File: src/sv/c231h_dist.sv
// ----------------------------------------------------------------------------
// c231h_dist
// Integer link distance: absolute deltas, squares, sum and a pipelined
// digit-by-digit square root, one result bit per stage.
// ----------------------------------------------------------------------------
module c231h_dist #(
    parameter int COORD_BITS = 12
) (
    input  logic                  clk,
    input  logic [COORD_BITS-1:0] station_x,
    input  logic [COORD_BITS-1:0] station_y,
    input  logic [COORD_BITS-1:0] user_x,
    input  logic [COORD_BITS-1:0] user_y,
    output logic [COORD_BITS:0]   link_d
);
    localparam int C   = COORD_BITS;
    localparam int PW  = 2 * (C + 1);
    localparam int RMW = C + 4;

    logic [C-1:0]     dx_reg;
    logic [C-1:0]     dy_reg;
    logic [2*C-1:0]   dx2_reg;
    logic [2*C-1:0]   dy2_reg;
    logic [PW-1:0]    val_reg  [0:C+1];
    logic [C:0]       root_reg [0:C+1];
    logic [C+1:0]     rem_reg  [0:C+1];

    always_ff @(posedge clk)
    begin
        dx_reg     <= (station_x > user_x) ? station_x - user_x : user_x - station_x;
        dy_reg     <= (station_y > user_y) ? station_y - user_y : user_y - station_y;
        dx2_reg    <= dx_reg * dx_reg;
        dy2_reg    <= dy_reg * dy_reg;
        val_reg[0] <= PW'(dx2_reg) + PW'(dy2_reg);
        root_reg[0] <= '0;
        rem_reg[0]  <= '0;
    end

    for (genvar k = 0; k <= C; k++)
    begin : g_root
        logic [RMW-1:0] rem_t;
        logic [RMW-1:0] trial;
        logic [RMW-1:0] diff;
        logic           ge;

        assign rem_t = {rem_reg[k], val_reg[k][PW-1-2*k -: 2]};
        assign trial = {1'b0, root_reg[k], 2'b01};
        assign diff  = rem_t - trial;
        assign ge    = rem_t >= trial;

        always_ff @(posedge clk)
        begin
            val_reg[k+1]  <= val_reg[k];
            root_reg[k+1] <= {root_reg[k][C-1:0], ge};
            rem_reg[k+1]  <= ge ? diff[C+1:0] : rem_t[C+1:0];
        end
    end

    assign link_d = root_reg[C+1];

endmodule

File: config.mk
export PLATFORM = sky130hd
export DESIGN_NAME = c231h_dist
export DESIGN_NICKNAME = d
export VERILOG_FILES = /design/src/sv/c231h_dist.sv
export SDC_FILE = /design/constraint.sdc
export NUM_CORES = 1
export LEC_CHECK = 0
export ABC_AREA = 1
export ABC_CLOCK_PERIOD_IN_PS = 5510
export BUFFER_PORTS_ARGS = -buffer_cell sky130_fd_sc_hd__buf_2
export CORE_MARGIN = 2
export CORE_UTILIZATION = 50
export DETAILED_ROUTE_END_ITERATION = 16
export PLACE_DENSITY = 0.77
export SLEW_MARGIN = 20
export SYNTH_ARGS = -nofsm -noshare
export SYNTH_HDL_FRONTEND = slang
export SYNTH_SLANG_ARGS = --single-unit
export TNS_END_PERCENT = 5
File: constraint.sdc
create_clock -name clk -period 5.51 [get_ports clk]
set_clock_uncertainty 0.15 [all_clocks]
set_input_delay 0.2755 -clock clk [delete_from_list [all_inputs] [get_ports clk]]
set_output_delay 0.2755 -clock clk [all_outputs]
set_load 0.01 [all_outputs]
# Yosys cells after proc, flatten, opt, wreduce, memory -nomap -nowiden
# Memories as Yosys holds them, arrays and structs flattened.
# Cells that the tools add are included.
[classes]
n_addsub = 18
mul = 2
order_cmp = 15
mux = 15
[op_table]
columns = ["operator", "n"]
rows = [
  ["$ge 16x15->1", 13],
  ["$mux 14", 13],
  ["$sub 14x14->14", 13],
  ["$mul 12x12->24", 2],
  ["$sub 12x12->12", 4],
  ["$add 24x24->25", 1],
  ["$gt 12x12->1", 2],
  ["$mux 12", 2],
]
[totals]
ff_bits = 72
ramBits = 742
inputBits = 49
out_inout_bits = 13
elab_cells = 57
n_memories = 3
[mem_list]
columns = ["name", "depth", "word_bits", "rd", "rd_ports_with_merged_regs", "wr", "line_no", "rtl"]
rows = [
  ["val_reg", 14, 26, 13, 0, 14, "24", "logic [PW-1:0] val_reg [0:C+1];"],
  ["rem_reg", 14, 14, 13, 0, 14, "26", "logic [C+1:0] rem_reg [0:C+1];"],
  ["root_reg", 14, 13, 14, 0, 14, "25", "logic [C:0] root_reg [0:C+1];"],
]

# Depth between registers and ports, before layout
# An unclocked memory read counts as a cell.
[logic_depth]
ltp_word = 3
mapped_depth = 23
ltp_nobuf = 22

# Worst setup path after synthesis
# OpenSTA, ideal clock, no wires.
[synth_path]
path_kind = "register to register"
start = "register dy_reg[3]"
end = "register dy2_reg[19]"
setup_ns = 0.112
arrival_time_ns = 4.527
path_slack_ns = 0.721
stages_incl_launch_ff = 21
n_path_buf = 1
synth_period_minus_slack_ns = 4.789
path_cell_list = "dfxtp_1 clkbuf_1 nand2_1 fa_1 inv_1 fa_1 fa_1 fa_1 inv_1 fa_1 inv_1 ha_1 nand2_1 inv_1 nand2_1 and2_1 nor2_1 nor2_1 nand2_1 nand2_1 nand2_1"
[synth_via]
elab_chain_len = 1
[synth_lines]
columns = ["element", "line_no", "rtl"]
rows = [
  ["start: declaration", "21", "logic [C-1:0] dy_reg;"],
  ["start signal: assignment", "31", "dy_reg <= (station_y > user_y) ? station_y - user_y : user_y - station_y;"],
  ["$mul 12x12->24", "33", "dy2_reg <= dy_reg * dy_reg;"],
  ["end signal: assignment", "33", ""],
  ["end: declaration", "23", "logic [2*C-1:0] dy2_reg;"],
]
# Every way passes these cells.

# Worst setup path in the final report
[layout_path]
start = "register dy_reg[4]"
end = "register dy2_reg[19]"
# Same word-level chain as after synthesis.

==> reports/qor.csv <==
stage,metric,value,unit
status,outcome,"complete, no violations",
global_routing,grt_pass1_vias,23860,
placed_design,hpwl,51.24,mm
layout,final.fill_count,5775,
sta,fin_crit_sh,91.97,%
worst_setup_path,crit_fanout,13,
routing,vias,24810,
sta,worst_hold_slack,0.09604,ns
worst_setup_path,cp_num_buf_inv,3,
worst_setup_path,path_depth,17,
worst_setup_path,rrSetupSlack,0.44,ns
worst_setup_path,cp_top_family,adder cells,
logic_synthesis,avgSynthCellArea,7.396,sq um
min_path,hp-class,in2reg,
min_path,hold_depth,5,
clocking,clk_pin_slew,0.07,ns
worst_setup_path,reg2reg_depth,17,
clocking,htreeDepth,2,
sta,hold_violations,0,
worst_setup_path,r2r-end,dy2_reg[19],
die,start_util,50.65,%
clocking,clock_sinks,493,
worst_setup_path,end_kind,register,
logic_synthesis,ys_seq_elements,493,
sta,tightest_slew,0.6694,ns
worst_setup_path,r2r_start,dy_reg[4],
placed_design,port_buffers,61,
clocking,cts_buffers,49,
worst_setup_path,start_kind,register,
layout,largest_reg_flops,188,
global_routing,grt_max_degree,17,
sta,relSlewSlack,55.24,%
routing,drt_drc_violations_left,0,
sta,finalMaxSlewViolations,0,
logic_synthesis,ys_seq_area_share,31.52,%
sta,rsz0062_at_grt,no,
worst_setup_path,cp-endpoint,dy2_reg[19],
routing,routedWlPerCell,12.29,um
routing,routed_wl,63.58,mm
sta,setup_viol,0,
sta,max_freq,197.3,MHz
logic_synthesis,synth_edf_count,0,
worst_setup_path,cp.arrival,5.41,ns
routing,ant_nets,0,
worst_setup_path,setup.worst_path.start,dy_reg[4],
worst_setup_path,required,5.86,ns
logic_synthesis,ys_warn_count,0,
worst_setup_path,crit_top_cell,fa_1,
clocking,insertion_delay,0.60,ns
clocking,post_cts_resized,0,
worst_setup_path,worst_path_max_delay_cell,dfxtp_1,
logic_synthesis,synthFlopType,dfxtp_1,
sta,fin_crit,5.067,ns
layout,area_delta_synth_final,8.694,%
global_routing,grt_usage,20.13,%
run,max-cap-violations,0,
logic_synthesis,yosys.cell_types.count,56,
layout,drive_above_1_share,5.606,%
global_routing,grt_pass1_wl,107.8,mm
layout,fin_nets,4802,
placed_design,place_inst,5074,
routing,viasPerCell,4.796,
routing,drtPass1Iterations,7,
logic_synthesis,async_flop_share,0,%
die,ioPinCount,62,
worst_setup_path,path_cells,"nand2_1, fa_1, inv_1, fa_1, fa_1, fa_1, inv_1, fa_1, inv_1, ha_1, a21oi_1, and2_1, nor2_1, nor2_1, nand2_1, nand2_1, nand2_1",
clocking,clock-root-buffer,clkbuf_16,
routing,drt-initial-drc-count,1335,
die,die_area,64650,sq um
worst_setup_path,critPathMaxStageDelay,0.65,ns
clocking,cts_tree,yes,
die,core,61830,sq um
worst_setup_path,path_class,reg2reg,
logic_synthesis,syn_area,31320,sq um
logic_synthesis,synthesis.nets,4740,
sta,fin_tns_setup,0,ns
placed_design,gp_congestion,0.9166,
die,die_w,254.3,um
global_routing,grt_overflow,0,
die,chipHeight,254.3,um
die,rows,91,
global_routing,antenna_found_initial,0,
logic_synthesis,synthCells,4234,
layout,fin_cells,5173,
clocking,clockBufferDepth,3,
what timing repair did:
| action | CTS | global route |
|---|---|---|
| hold endpoints to repair | 4 | 0 |
| hold buffers | 8 | 0 |
| endpoints found under the setup margin | 0 | 0 |
| setup buffers | 0 | 0 |
per-layer routing:
metal	GRT usage [%]	up-vias	wire, um
met2	36.01	488	31270
met5	0	-	0
met1	24.60	11300	27660
li1	-	12890	-
met4	8.118	0	2257
met3	2.276	131	2386
synth_stat cells (15+ instances only):
master / number / area [sq um]
o21ai_2: 17 / 148.9
nand3_1: 218 / 1091
o21ai_0: 47 / 235.2
nor2_1: 244 / 915.9
nand4_1: 57 / 356.6
clkbuf_1: 27 / 101.4
xor2_1: 90 / 788.3
nor3_1: 20 / 100.1
dfxtp_1: 493 / 9869
nand3b_1: 15 / 112.6
xnor2_1: 38 / 332.8
o21bai_1: 16 / 120.1
inv_1: 915 / 3435
nand2_1: 1288 / 4835
a21oi_1: 137 / 685.7
ha_1: 289 / 3616
fa_1: 168 / 3363
worst register-to-register path: stages, from the launching register on:
cell and delay, ns:
dfxtp_1 0.65, nand2_1 0.21, fa_1 0.53, inv_1 0.05, fa_1 0.52, fa_1 0.53, fa_1 0.54, inv_1 0.05
fa_1 0.53, inv_1 0.05, ha_1 0.34, a21oi_1 0.24, and2_1 0.22, nor2_1 0.06, nor2_1 0.12, nand2_1 0.07
nand2_1 0.06, nand2_1 0.04
stage by stage:
stage,setup WS (ns),instance area [sq um],utilization (%)
finish,0.4426,34040,55.06
detailed placement,0.4566,32320,52.28
global placement,0.5459,32320,52.28
floorplan,0.7205,31320,-
global route,0.1164,34040,55.05
CTS,0.4684,34040,55.05
how the worst min path moves through the flow:
stage	startpoint	endpoint	slack [ns]
2_1_floorplan	val_reg[0][78]	val_reg[0][104]	0.16
3_3_place_gp	val_reg[0][135]	val_reg[0][161]	0.16
3_5_place_dp	val_reg[0][80]	val_reg[0][106]	0.16
4_1_cts	station_y[1]	dy_reg[2]	0.08
5_1_grt	station_x[1]	dx_reg[2]	0.12
6_report	station_y[1]	dy_reg[2]	0.1
layout make-up:
cell class / instances / area (sq um) / area share (%)
antenna: 1 / 2.502 / 0.007352
clock buffer: 65 / 1336 / 3.926
clock inverter: 25 / 297.8 / 0.8748
inverter: 927 / 3482 / 10.23
multi-input combinational: 2756 / 17620 / 51.76
sequential: 493 / 9869 / 28.99
tap: 837 / 1047 / 3.077
timing repair buffer: 69 / 385.4 / 1.132
kinds of logic after synthesis:
logic type      share of synthesized area (%)
buf+inv                                 12.23
xor+xnor                                3.580
simple gates                            25.50
other cells                           0.01197
mux                                   0.07191
flops                                   31.52
compound gates                          4.811
fa+ha+maj                               22.29
cell usage in the layout, fill, tap and decap left out, types with 4 or more instances in the layout:
master         instances
inv_1                915
o21bai_1              16
nor2_1               244
nand2_1             1288
bufinv_16              4
nand2_2               11
ha_1                 289
nand3_1              218
clkbuf_1              11
dfxtp_1              493
nand4_1               57
a21o_1                10
o21ai_2               17
nor3_1                20
o21ai_1                4
nand3b_1              15
a21oi_1              137
xor2_1                90
fa_1                 168
nor2_4                 5
clkinv_2               8
nand3_2               10
clkbuf_8               5
inv_6                  6
xnor2_1               38
clkbuf_16             49
nor2_2                 9
inv_2                 11
dlygate4sd3_1          8
and2_1                 4
or2_2                 11
a21oi_2               14
buf_2                 61
o21ai_0               47
Power is left out: the tool's default activity adds up to more than one toggle a clock period on the data nets, which glitch-free logic cannot reach.
